**src/hdl/wsp_pkg.sv**
```systemverilog
// ----------------------------------------------------------------------------
// wsp_pkg
// Shared types and constants for the WAV stream parser and mono downmix.
// ----------------------------------------------------------------------------
package wsp_pkg;

    localparam int MAX_CHANNELS_DEF = 8;

    localparam logic [31:0] TAG_RIFF = 32'h4646_4952;
    localparam logic [31:0] TAG_WAVE = 32'h4556_4157;
    localparam logic [31:0] TAG_FMT  = 32'h2074_6D66;
    localparam logic [31:0] TAG_DATA = 32'h6174_6164;
    localparam logic [15:0] FMT_EXT  = 16'hFFFE;
    localparam logic [31:0] MIN_HDR_BYTES = 32'd44;

    localparam logic [1:0] KIND_SAMPLE = 2'd0;
    localparam logic [1:0] KIND_INFO   = 2'd1;
    localparam logic [1:0] KIND_ERROR  = 2'd2;

    localparam logic [1:0] ERR_HEADER     = 2'd0;
    localparam logic [1:0] ERR_INCOMPLETE = 2'd1;
    localparam logic [1:0] ERR_FORMAT     = 2'd2;

    // Word from the parser to the sample unit.
    typedef enum logic [1:0] {
        CMD_SAMPLE = 2'd0,
        CMD_INFO   = 2'd1,
        CMD_ERROR  = 2'd2
    } cmd_t;

    // A sample word carries the format of its own file.
    typedef struct packed {
        cmd_t        cmd;
        logic [63:0] raw;
        logic        last_ch;
        logic [31:0] rate;
        logic [3:0]  chan;
        logic [1:0]  err;
        logic [15:0] code;
        logic [15:0] bits;
        logic [15:0] nch;
    } job_t;

    typedef struct packed {
        logic [1:0]  kind;
        logic [31:0] sample;
        logic [31:0] rate;
        logic [3:0]  chan;
        logic [1:0]  err;
    } result_t;

endpackage

```
**src/hdl/wsp_front.sv**
```systemverilog
// ----------------------------------------------------------------------------
// wsp_front
// Byte parser: header and chunk walk, fmt capture, sample assembly.
// ----------------------------------------------------------------------------
module wsp_front #(
    parameter int MAX_CHANNELS = wsp_pkg::MAX_CHANNELS_DEF
) (
    input  logic          clk,
    input  logic          rst_n,
    input  logic          in_valid,
    output logic          in_ready,
    input  logic [7:0]    data_byte,
    input  logic          end_of_file,
    output logic          job_valid,
    input  logic          job_ready,
    output wsp_pkg::job_t job
);

    typedef enum logic [5:0] {
        PH_RIFF = 6'b000001,
        PH_HDR  = 6'b000010,
        PH_FMT  = 6'b000100,
        PH_SKIP = 6'b001000,
        PH_PAD  = 6'b010000,
        PH_DATA = 6'b100000
    } phase_t;

    phase_t        phase_reg, phase_next;
    logic [31:0]   cnt_reg, cnt_next;
    logic [31:0]   tag_reg, tag_next;
    logic [31:0]   len_reg, len_next;
    logic [15:0]   code_reg, code_next;
    logic [15:0]   chan_reg, chan_next;
    logic [31:0]   rate_reg, rate_next;
    logic [15:0]   bits_reg, bits_next;
    logic [31:0]   rem_reg, rem_next;
    logic [63:0]   shift_reg, shift_next;
    logic [15:0]   chidx_reg, chidx_next;
    logic          done_reg, done_next;
    logic          emit;
    wsp_pkg::job_t emit_job;

    logic [31:0] cnt_inc, rem_dec, off;
    logic [12:0] bps;

    assign in_ready  = job_ready;
    assign job_valid = in_valid && job_ready && emit;
    assign job       = emit_job;

    assign cnt_inc = (cnt_reg == 32'hFFFF_FFFF) ? cnt_reg : cnt_reg + 32'd1;
    assign rem_dec = rem_reg - 32'd1;
    assign off     = len_reg - rem_reg;
    assign bps     = bits_reg[15:3];

    // Decode one byte.
    always_comb
    begin
        phase_next = phase_reg;
        cnt_next   = cnt_reg;
        tag_next   = tag_reg;
        len_next   = len_reg;
        code_next  = code_reg;
        chan_next  = chan_reg;
        rate_next  = rate_reg;
        bits_next  = bits_reg;
        rem_next   = rem_reg;
        shift_next = shift_reg;
        chidx_next = chidx_reg;
        done_next  = done_reg;
        emit       = 1'b0;
        emit_job   = '0;
        emit_job.cmd = wsp_pkg::CMD_ERROR;
        if (!done_reg)
        begin
            case (phase_reg)
                PH_RIFF:
                begin
                    cnt_next = cnt_inc;
                    tag_next = {data_byte, tag_reg[31:8]};
                    if (cnt_inc == 32'd4 && tag_next != wsp_pkg::TAG_RIFF)
                    begin
                        emit = 1'b1; done_next = 1'b1;
                        emit_job.err = wsp_pkg::ERR_HEADER;
                    end
                    else if (cnt_inc == 32'd12)
                    begin
                        if (tag_next != wsp_pkg::TAG_WAVE)
                        begin
                            emit = 1'b1; done_next = 1'b1;
                            emit_job.err = wsp_pkg::ERR_HEADER;
                        end
                        else
                        begin
                            phase_next = PH_HDR; rem_next = 32'd8;
                        end
                    end
                end
                PH_HDR:
                begin
                    cnt_next = cnt_inc;
                    if (rem_reg > 32'd4) tag_next = {data_byte, tag_reg[31:8]};
                    else len_next = {data_byte, len_reg[31:8]};
                    rem_next = rem_dec;
                    if (rem_dec == 32'd0)
                    begin
                        if (tag_next == wsp_pkg::TAG_FMT || tag_next != wsp_pkg::TAG_DATA)
                        begin
                            if (tag_next == wsp_pkg::TAG_FMT)
                            begin
                                code_next = '0; chan_next = '0;
                                rate_next = '0; bits_next = '0;
                            end
                            if (len_next == 32'd0)
                            begin
                                phase_next = len_next[0] ? PH_PAD : PH_HDR;
                                rem_next   = 32'd8;
                            end
                            else
                            begin
                                phase_next = (tag_next == wsp_pkg::TAG_FMT) ? PH_FMT : PH_SKIP;
                                rem_next   = len_next;
                            end
                        end
                        else if (chan_reg == '0 || bits_reg == '0 || rate_reg == '0 ||
                                 len_next == '0 || end_of_file)
                        begin
                            emit = 1'b1; done_next = 1'b1;
                            emit_job.err = wsp_pkg::ERR_INCOMPLETE;
                        end
                        else if ((code_reg != 16'd1 && code_reg != 16'd3) ||
                                 bits_reg < 16'd8 || {16'd0, chan_reg} > MAX_CHANNELS)
                        begin
                            emit = 1'b1; done_next = 1'b1;
                            emit_job.err = wsp_pkg::ERR_FORMAT;
                        end
                        else
                        begin
                            phase_next = PH_DATA;
                            rem_next   = len_next;
                            cnt_next   = '0;
                            shift_next = '0;
                            chidx_next = '0;
                            emit       = 1'b1;
                            emit_job.cmd  = wsp_pkg::CMD_INFO;
                            emit_job.rate = rate_reg;
                            emit_job.chan = chan_reg[3:0];
                        end
                    end
                end
                PH_FMT:
                begin
                    cnt_next = cnt_inc;
                    case (off)
                        32'd0:  code_next = {8'd0, data_byte};
                        32'd1:  code_next = {data_byte, code_reg[7:0]};
                        32'd2:  chan_next = {8'd0, data_byte};
                        32'd3:  chan_next = {data_byte, chan_reg[7:0]};
                        32'd4:  rate_next[7:0]   = data_byte;
                        32'd5:  rate_next[15:8]  = data_byte;
                        32'd6:  rate_next[23:16] = data_byte;
                        32'd7:  rate_next[31:24] = data_byte;
                        32'd14: bits_next = {8'd0, data_byte};
                        32'd15: bits_next = {data_byte, bits_reg[7:0]};
                        32'd24: tag_next  = {24'd0, data_byte};
                        32'd25:
                        begin
                            if (code_reg == wsp_pkg::FMT_EXT)
                                code_next = {data_byte, tag_reg[7:0]};
                        end
                        default: ;
                    endcase
                    rem_next = rem_dec;
                    if (rem_dec == 32'd0)
                    begin
                        phase_next = len_reg[0] ? PH_PAD : PH_HDR;
                        rem_next   = 32'd8;
                    end
                end
                PH_SKIP:
                begin
                    cnt_next = cnt_inc;
                    rem_next = rem_dec;
                    if (rem_dec == 32'd0)
                    begin
                        phase_next = len_reg[0] ? PH_PAD : PH_HDR;
                        rem_next   = 32'd8;
                    end
                end
                PH_PAD:
                begin
                    cnt_next   = cnt_inc;
                    phase_next = PH_HDR;
                    rem_next   = 32'd8;
                end
                PH_DATA:
                begin
                    if (cnt_reg < 32'd8)
                        shift_next = shift_reg | ({56'd0, data_byte} << {cnt_reg[2:0], 3'b000});
                    cnt_next = cnt_reg + 32'd1;
                    if (cnt_next >= {19'd0, bps})
                    begin
                        emit         = 1'b1;
                        emit_job.cmd = wsp_pkg::CMD_SAMPLE;
                        emit_job.raw = shift_next;
                        emit_job.last_ch = (chidx_reg + 16'd1 >= chan_reg);
                        emit_job.code = code_reg;
                        emit_job.bits = bits_reg;
                        emit_job.nch  = chan_reg;
                        cnt_next   = '0;
                        shift_next = '0;
                        chidx_next = emit_job.last_ch ? 16'd0 : chidx_reg + 16'd1;
                    end
                    rem_next = rem_dec;
                    if (rem_dec == 32'd0) done_next = 1'b1;
                end
                default: ;
            endcase
        end
        if (end_of_file)
        begin
            if (!emit && !done_next && phase_next != PH_DATA)
            begin
                emit = 1'b1;
                emit_job = '0;
                emit_job.cmd = wsp_pkg::CMD_ERROR;
                emit_job.err = (cnt_next < wsp_pkg::MIN_HDR_BYTES) ?
                               wsp_pkg::ERR_HEADER : wsp_pkg::ERR_INCOMPLETE;
            end
            phase_next = PH_RIFF;
            cnt_next = '0; tag_next = '0; len_next = '0;
            code_next = '0; chan_next = '0; rate_next = '0; bits_next = '0;
            rem_next = '0; shift_next = '0; chidx_next = '0; done_next = 1'b0;
        end
    end

    // Advance parser state on an accepted byte.
    always_ff @(posedge clk or negedge rst_n)
    begin
        if (!rst_n)
        begin
            phase_reg <= PH_RIFF;
            cnt_reg   <= '0;
            tag_reg   <= '0;
            len_reg   <= '0;
            code_reg  <= '0;
            chan_reg  <= '0;
            rate_reg  <= '0;
            bits_reg  <= '0;
            rem_reg   <= '0;
            shift_reg <= '0;
            chidx_reg <= '0;
            done_reg  <= 1'b0;
        end
        else if (in_valid && job_ready)
        begin
            phase_reg <= phase_next;
            cnt_reg   <= cnt_next;
            tag_reg   <= tag_next;
            len_reg   <= len_next;
            code_reg  <= code_next;
            chan_reg  <= chan_next;
            rate_reg  <= rate_next;
            bits_reg  <= bits_next;
            rem_reg   <= rem_next;
            shift_reg <= shift_next;
            chidx_reg <= chidx_next;
            done_reg  <= done_next;
        end
    end

endmodule

```
**src/hdl/wsp_queue.sv**
```systemverilog
// ----------------------------------------------------------------------------
// wsp_queue
// Small FIFO between the parser and the sample unit.
// ----------------------------------------------------------------------------
module wsp_queue #(
    parameter int DEPTH = 4
) (
    input  logic          clk,
    input  logic          rst_n,
    input  logic          wr_valid,
    output logic          wr_ready,
    input  wsp_pkg::job_t wr_data,
    output logic          rd_valid,
    input  logic          rd_ready,
    output wsp_pkg::job_t rd_data
);

    localparam int AW = (DEPTH > 1) ? $clog2(DEPTH) : 1;

    wsp_pkg::job_t   mem [DEPTH];
    logic [AW-1:0]   wp_reg, rp_reg;
    logic [AW:0]     cnt_reg;
    logic            wr, rd;

    assign wr_ready = (cnt_reg != DEPTH[AW:0]);
    assign rd_valid = (cnt_reg != '0);
    assign rd_data  = mem[rp_reg];
    assign wr = wr_valid && wr_ready;
    assign rd = rd_valid && rd_ready;

    // Store words.
    always_ff @(posedge clk)
    begin
        if (wr) mem[wp_reg] <= wr_data;
    end

    // Advance pointers.
    always_ff @(posedge clk or negedge rst_n)
    begin
        if (!rst_n)
        begin
            wp_reg <= '0; rp_reg <= '0; cnt_reg <= '0;
        end
        else
        begin
            if (wr) wp_reg <= (wp_reg == AW'(DEPTH - 1)) ? '0 : wp_reg + 1'b1;
            if (rd) rp_reg <= (rp_reg == AW'(DEPTH - 1)) ? '0 : rp_reg + 1'b1;
            cnt_reg <= cnt_reg + {{AW{1'b0}}, wr} - {{AW{1'b0}}, rd};
        end
    end

endmodule

```
**src/hdl/wsp_back.sv**
```systemverilog
// ----------------------------------------------------------------------------
// wsp_back
// Sample conversion to Q1.31, frame accumulate, serial divide, result register.
// ----------------------------------------------------------------------------
module wsp_back (
    input  logic             clk,
    input  logic             rst_n,
    input  logic             job_valid,
    output logic             job_ready,
    input  wsp_pkg::job_t    job,
    output logic             res_valid,
    input  logic             res_ready,
    output wsp_pkg::result_t res
);

    typedef enum logic [2:0] {
        ST_IDLE = 3'b001,
        ST_DIV  = 3'b010,
        ST_OUT  = 3'b100
    } state_t;

    state_t           st_reg;
    logic signed [38:0] sum_reg;
    logic [38:0]      quo_reg, rem_reg;
    logic             neg_reg;
    logic [5:0]       step_reg;
    logic [15:0]      div_reg;
    wsp_pkg::result_t res_reg;
    wsp_pkg::result_t res_smp, res_cmd;
    logic signed [38:0] q31, sum_new;
    logic [38:0]      mag, trial, quo_new, rem_new;
    logic             quo_bit;

    // Convert a raw sample to Q1.31.
    function automatic logic signed [38:0] to_q31(logic [63:0] raw, logic [15:0] code,
                                                 logic [15:0] bits);
        logic [7:0]  e8;
        logic [10:0] e11;
        logic [38:0] m;
        logic        neg;
        logic signed [38:0] v;
        v = '0;
        if (code == 16'd3 && bits == 16'd32)
        begin
            neg = raw[31]; e8 = raw[30:23];
            m = {15'd0, 1'b1, raw[22:0]};
            if (e8 == 8'd0 || (e8 == 8'hFF && raw[22:0] != '0)) v = '0;
            else if (e8 >= 8'd127) v = neg ? -39'sd2147483648 : 39'sd2147483647;
            else
            begin
                if (e8 >= 8'd119) m = m << (e8 - 8'd119);
                else if (8'd119 - e8 >= 8'd32) m = '0;
                else m = m >> (8'd119 - e8);
                v = neg ? -$signed(m) : $signed(m);
            end
        end
        else if (code == 16'd3 && bits == 16'd64)
        begin
            neg = raw[63]; e11 = raw[62:52];
            if (e11 == 11'd0 || (e11 == 11'h7FF && raw[51:0] != '0)) v = '0;
            else if (e11 >= 11'd1023) v = neg ? -39'sd2147483648 : 39'sd2147483647;
            else if (11'd1044 - e11 >= 11'd64) v = '0;
            else
            begin
                m = 39'({11'd0, 1'b1, raw[51:0]} >> (11'd1044 - e11));
                v = neg ? -$signed(m) : $signed(m);
            end
        end
        else if (code == 16'd3) v = '0;
        else
        begin
            case (bits)
                16'd8:  v = {{8{~raw[7]}}, raw[6:0], 24'd0};
                16'd16: v = {{7{raw[15]}}, raw[15:0], 16'd0};
                16'd24: v = {{7{raw[23]}}, raw[23:0], 8'd0};
                16'd32: v = {{7{raw[31]}}, raw[31:0]};
                default: v = '0;
            endcase
        end
        return v;
    endfunction

    assign q31       = to_q31(job.raw, job.code, job.bits);
    assign sum_new   = sum_reg + q31;
    assign job_ready = (st_reg == ST_IDLE);
    assign res_valid = (st_reg == ST_OUT);
    assign res       = res_reg;
    assign mag       = sum_new[38] ? 39'(-sum_new) : 39'(sum_new);
    assign trial     = {rem_reg[37:0], quo_reg[38]};
    assign quo_bit   = (trial >= {23'd0, div_reg});
    assign rem_new   = quo_bit ? trial - {23'd0, div_reg} : trial;
    assign quo_new   = {quo_reg[37:0], quo_bit};

    // Build the sample word and the info or error word.
    always_comb
    begin
        res_smp        = '0;
        res_smp.kind   = wsp_pkg::KIND_SAMPLE;
        res_smp.sample = neg_reg ? 32'(-quo_new) : quo_new[31:0];
        res_cmd        = '0;
        res_cmd.kind   = (job.cmd == wsp_pkg::CMD_INFO) ?
                         wsp_pkg::KIND_INFO : wsp_pkg::KIND_ERROR;
        res_cmd.rate   = job.rate;
        res_cmd.chan   = job.chan;
        res_cmd.err    = job.err;
    end

    // Accumulate, divide one bit a cycle, hold the result.
    always_ff @(posedge clk or negedge rst_n)
    begin
        if (!rst_n)
        begin
            st_reg   <= ST_IDLE;
            sum_reg  <= '0;
            quo_reg  <= '0;
            rem_reg  <= '0;
            neg_reg  <= 1'b0;
            step_reg <= '0;
            div_reg  <= '0;
            res_reg  <= '0;
        end
        else
        begin
            case (st_reg)
                ST_IDLE:
                begin
                    if (job_valid)
                    begin
                        if (job.cmd == wsp_pkg::CMD_SAMPLE)
                        begin
                            if (job.last_ch)
                            begin
                                sum_reg  <= '0;
                                neg_reg  <= sum_new[38];
                                quo_reg  <= mag;
                                rem_reg  <= '0;
                                div_reg  <= job.nch;
                                step_reg <= '0;
                                st_reg   <= ST_DIV;
                            end
                            else sum_reg <= sum_new;
                        end
                        else
                        begin
                            sum_reg <= '0;
                            res_reg <= res_cmd;
                            st_reg  <= ST_OUT;
                        end
                    end
                end
                ST_DIV:
                begin
                    rem_reg  <= rem_new;
                    quo_reg  <= quo_new;
                    step_reg <= step_reg + 6'd1;
                    if (step_reg == 6'd38)
                    begin
                        res_reg <= res_smp;
                        st_reg  <= ST_OUT;
                    end
                end
                ST_OUT:
                begin
                    if (res_ready) st_reg <= ST_IDLE;
                end
                default: st_reg <= ST_IDLE;
            endcase
        end
    end

endmodule

```
**src/hdl/wav_stream_parser_downmix_core.sv**
```systemverilog
// ----------------------------------------------------------------------------
// wav_stream_parser_downmix_core
// WAV byte stream parser with mono downmix, queue interfaces on both sides.
// ----------------------------------------------------------------------------
// A byte is taken each cycle while the job queue has room. The back end takes
// no new word while it divides or holds a result, and a frame's mean comes from the
// bit-serial divider that divides the channel sum by the channel count.
// Samples are 8/16/24/32-bit PCM or 32/64-bit float, returned as Q1.31.
module wav_stream_parser_downmix_core #(
    parameter int MAX_CHANNELS = wsp_pkg::MAX_CHANNELS_DEF
) (
    input  logic        clk,
    input  logic        rst_n,
    input  logic        push,
    output logic        full,
    input  logic [7:0]  data_byte,
    input  logic        end_of_file,
    output logic        empty,
    input  logic        pop,
    output logic [1:0]  item_kind,
    output logic signed [31:0] mono_sample,
    output logic [31:0] rate_hz,
    output logic [3:0]  channel_count,
    output logic [1:0]  error_code
);

    logic             in_ready, fj_valid, fj_ready, bj_valid, bj_ready, res_valid;
    wsp_pkg::job_t    fj, bj;
    wsp_pkg::result_t res;

    assign full  = !in_ready;
    assign empty = !res_valid;
    assign item_kind     = res.kind;
    assign mono_sample   = res.sample;
    assign rate_hz       = res.rate;
    assign channel_count = res.chan;
    assign error_code    = res.err;

    wsp_front #(.MAX_CHANNELS(MAX_CHANNELS)) u_front (
        .clk(clk), .rst_n(rst_n), .in_valid(push), .in_ready(in_ready),
        .data_byte(data_byte), .end_of_file(end_of_file),
        .job_valid(fj_valid), .job_ready(fj_ready), .job(fj)
    );

    // Hold parser words until the sample unit takes them; each sample word
    // carries the format of its own file.
    wsp_queue #(.DEPTH(4)) u_queue (
        .clk(clk), .rst_n(rst_n), .wr_valid(fj_valid), .wr_ready(fj_ready),
        .wr_data(fj), .rd_valid(bj_valid), .rd_ready(bj_ready), .rd_data(bj)
    );

    wsp_back u_back (
        .clk(clk), .rst_n(rst_n), .job_valid(bj_valid), .job_ready(bj_ready),
        .job(bj), .res_valid(res_valid), .res_ready(pop), .res(res)
    );

endmodule

```
**config.mk**
```make
export PLATFORM = sky130hd
export DESIGN_NAME = wav_stream_parser_downmix_core
export DESIGN_NICKNAME = d
export VERILOG_FILES = /design/src/hdl/wsp_pkg.sv /design/src/hdl/wsp_front.sv /design/src/hdl/wsp_queue.sv /design/src/hdl/wsp_back.sv /design/src/hdl/wav_stream_parser_downmix_core.sv
export SDC_FILE = /design/constraint.sdc
export NUM_CORES = 2
export LEC_CHECK = 0
export BUFFER_PORTS_ARGS = -buffer_cell sky130_fd_sc_hd__buf_2
export CORE_ASPECT_RATIO = 1.2
export CORE_MARGIN = 10
export CORE_UTILIZATION = 45
export CTS_CLUSTER_DIAMETER = 120
export CTS_CLUSTER_SIZE = 8
export DETAILED_ROUTE_END_ITERATION = 6
export GPL_ROUTABILITY_DRIVEN = 0
export PLACE_DENSITY = 0.59
export SLEW_MARGIN = 10
export SYNTH_ARGS = -nofsm -noshare
export SYNTH_HDL_FRONTEND = slang
export SYNTH_SLANG_ARGS = --single-unit
```
**constraint.sdc**
```tcl
create_clock -name clk -period 18.31 [get_ports clk]
set_clock_uncertainty 0.15 [all_clocks]
set_input_delay 5.493 -clock clk [delete_from_list [all_inputs] [get_ports clk]]
set_output_delay 5.493 -clock clk [all_outputs]
set_load 0.005 [all_outputs]
```
==> impl_metrics.py <==
metrics = {
    "outcome": {
        "status": "finished, final reports clean",
    },
    "drt": {
        "met2_length_um": 103000,
        "wl_per_cell_um": 25.4,
        "wl_met1_um": 90100,
        "vias": 55741,
        "wl_met3_um": 14400,
        "avgViaCountPerCell": 6.46,
        "drt-initial-drc-count": 5831,
        "ant_nets": 0,
        "drc": 0,
        "routed_wl_um": 219000,
        "top_layer": "met4",
        "firstDrtPassIters": 7,
    },
    "timing": {
        "rsz0062_at_grt": "no",
        "tightestPinTransition_ns": 1.23,
        "setup-violations-final": 0,
        "finalSetupTns_ns": 0,
        "slew_viol_final": 0,
        "hold_viol": 0,
        "holdWs_ns": 0.322,
        "timing.final.ws_setup_ns": 6.54,
        "fin_crit_sh": 0.643,
        "slew_headroom": 0.169,
        "fmax_mhz": 85.0,
        "period_needed_ns": 11.77,
    },
    "floorplanning": {
        "fp-row-count": 155,
        "die_y_um": 445,
        "initial_utilization": 0.454,
        "die_w_um": 374,
        "coreArea_mm2": 0.149,
        "io_pins": 87,
        "die_area_mm2": 0.166,
    },
    "synthesis": {
        "ys.flop_type": "edfxtp_1",
        "ys_warn_count": 0,
        "synth.avg_cell_area_um2": 10.2,
        "synth_xor_area_frac": 0.0293,
        "synthMuxAreaShare": 0.108,
        "synth-edff-count": 612,
        "yosysSeqAreaShare": 0.462,
        "synth_top_family_by_area": "compound AO/OA/AOI/OAI gates",
        "async_flop_share": 0.457,
        "synth_compound_area_frac": 0.182,
        "syn_area_mm2": 0.0677,
        "synth_seq_cells": 1128,
        "synth_cell_types": 102,
        "synthAdderAreaFrac": 0.0271,
        "synth-simple-area-share": 0.156,
        "syn_inst": 6648,
        "syn_nets": 6805,
    },
    "clock_tree": {
        "cts_tree": "built",
        "cts_hold_buffers": 0,
        "cts.repair.resized": 0,
        "clock_path_buffers": 3,
        "h-tree-depth": 4,
        "root_buffer": "clkbuf_16",
        "worstSkewPairLatency_ns": 0.79,
        "cts.sinks": 1128,
        "path_clk_slew_ns": 0.05,
        "cts_buffers": 159,
        "cts_setup_buffers": 0,
    },
    "global_routing": {
        "antenna_found_initial": 8,
        "grt_max_degree": 125,
        "grt_pass1_vias": 53833,
        "grt.overflow.total": 0,
        "gr-usage-all-layers": 0.254,
        "grt_pass1_wl_um": 334000,
    },
    "layout": {
        "seqCellArea_mm2": 0.0313,
        "n_fill_cell": 13529,
        "final_nets": 6708,
        "syn2layout_area_growth_pct": 10.0,
        "largest_register_ffs": 612,
        "multiInputGateArea_mm2": 0.0342,
        "drive_above_1_share": 0.116,
        "postLayoutCellArea_mm2": 0.0745,
        "final_cells": 8627,
    },
    "power": {
        "switchingPower_mw": 6.88,
        "ir_worst_vdd_uv": 134,
        "seqPwrFrac": 0.224,
        "p_comb_frac": 0.585,
        "cellLeakagePower_nw": 28.7,
        "swShare": 0.474,
        "p_clk_frac": 0.191,
        "power_density_mw_per_mm2": 195,
        "cell_internal_pwr_mw": 7.62,
    },
    "place": {
        "dp_slack_ns": 6.73,
        "dpl_cell_area_mm2": 0.0698,
        "io_buffers": 86,
        "placedCellCount": 8352,
        "hpwl_um": 153000,
    },
    "flow_run": {
        "cap_violations": 0,
    },
    "hold_path": {
        "hold_path_class": "reg2reg",
    },
    "setup_path": {
        "critPathMaxStageDelay_ns": 0.99,
        "cp-end-kind": "register",
        "critPathSlowestCell": "mux4_4",
        "critPathKind": "reg2reg",
        "cp.arrival_ns": 12.35,
        "worstPathMaxFanout": 31,
        "crit_required_ns": 18.89,
        "cp-start-kind": "register",
    },
}
[placed cells by master, fill, tap and decap left out, drive strengths merged, types with 108 or more instances in the layout]
cell type | Yosys | layout
a21oi | 435 | 435
edfxtp | 612 | 612
xnor2 | 136 | 136
mux2 | 133 | 133
nand3 | 151 | 151
and2 | 108 | 108
dfrtp | 514 | 514
nand2 | 566 | 566
a31oi | 110 | 110
inv | 165 | 173
nor2 | 556 | 556
o21ai | 480 | 480
mux2i | 222 | 222
clkbuf | 344 | 256
nor4 | 139 | 139
ha | 140 | 140
a22o | 152 | 152
mux4 | 158 | 158
nor3 | 187 | 187
buf | 101 | 187
[power groups by stage]
stage | sequential (mW) | combinational [mW] | clock (mW)
floorplan | 3.20 | 5.96 | 0
global placement | 3.28 | 8.16 | 0
detailed placement | 3.29 | 8.20 | 0
CTS | 3.25 | 8.23 | 2.82
global route | 3.28 | 9.03 | 2.93
finish | 3.25 | 8.48 | 2.77
[per-stage QoR]
stage	power, mW	utilization
after floorplan	9.15	-
after global placement	11.4	0.468
after detailed placement	11.5	0.468
after CTS	14.3	0.499
after global routing	15.2	0.499
final	14.5	0.499
[Yosys cell counts, types with 55 or more instances]
| library cell | number | area share |
|---|---|---|
| nor4_1 | 139 | 0.013 |
| mux2_2 | 132 | 0.022 |
| nor2_1 | 556 | 0.031 |
| nand4_1 | 74 | 0.0068 |
| dfrtp_1 | 514 | 0.19 |
| nand2_1 | 566 | 0.031 |
| mux2i_1 | 222 | 0.033 |
| o21ai_0 | 452 | 0.033 |
| o22ai_1 | 62 | 0.0057 |
| and2_1 | 106 | 0.0098 |
| xnor2_1 | 132 | 0.017 |
| mux4_2 | 158 | 0.053 |
| clkbuf_1 | 344 | 0.019 |
| inv_1 | 160 | 0.0089 |
| nor3_1 | 187 | 0.014 |
| a22oi_1 | 55 | 0.0061 |
| ha_1 | 140 | 0.026 |
| xor2_1 | 87 | 0.011 |
| a21oi_1 | 430 | 0.032 |
| a31oi_1 | 109 | 0.010 |
| a22o_1 | 152 | 0.020 |
| nand3_1 | 151 | 0.011 |
| a21o_1 | 75 | 0.0083 |
| edfxtp_1 | 612 | 0.27 |
[kinds of logic (layout without fill, tap and decap cells)]
kind of cell	count (synthesis)	count (layout)
buffers and inverters	611	624
AO/OA/AOI/OAI	1878	1878
AND/OR/NAND/NOR	2151	2151
other	0	4
flip-flops	1128	1128
adder cells (fa/ha/maj)	144	144
multiplexers	513	513
XOR/XNOR	223	223
[area by class of cell]
type / count / share of cell area
clock inverter: 15 / 0.00422
multi-input combinational: 4909 / 0.459
tap: 1962 / 0.0330
clock buffer: 256 / 0.0587
antenna: 4 / 0.000134
sequential: 1128 / 0.420
timing repair buffer: 187 / 0.0164
inverter: 166 / 0.00840
[worst paths after layout]
check	from	end	slack (ns)	cells past startpoint
max in group asynchronous	rst_n	u_front.len_reg[26]	10.60	4
max reg2reg	u_queue.rp_reg[0]	u_back.quo_reg[37]	6.54	32
min reg2reg	u_back.res[64]	u_back.res[64]	0.32	2
max	u_queue.rp_reg[0]	u_back.quo_reg[37]	6.54	32
min in group asynchronous	rst_n	u_back.rem_reg[9]	4.55	1
min	u_back.res[64]	u_back.res[64]	0.32	2
[critical path: cells and delay by family (launching register included)]
| kind | cells | cell delay (ns) |
|---|---|---|
| AOI/OAI and AO/OA | 12 | 3.37 |
| xor gates and xnor gates | 2 | 0.62 |
| adders and majority gates | 3 | 1.46 |
| buffers and inverters | 4 | 1.67 |
| DFF | 1 | 0.80 |
| muxes | 2 | 1.17 |
| and+or+nand+nor | 9 | 2.42 |
[metal layers]
metal | GRT usage | vias up
met5 | 0 | -
li1 | - | 25150
met1 | 0.327 | 27526
met2 | 0.413 | 2404
met3 | 0.0419 | 661
met4 | 0.124 | 0
(Power assumes the default switching activity.)
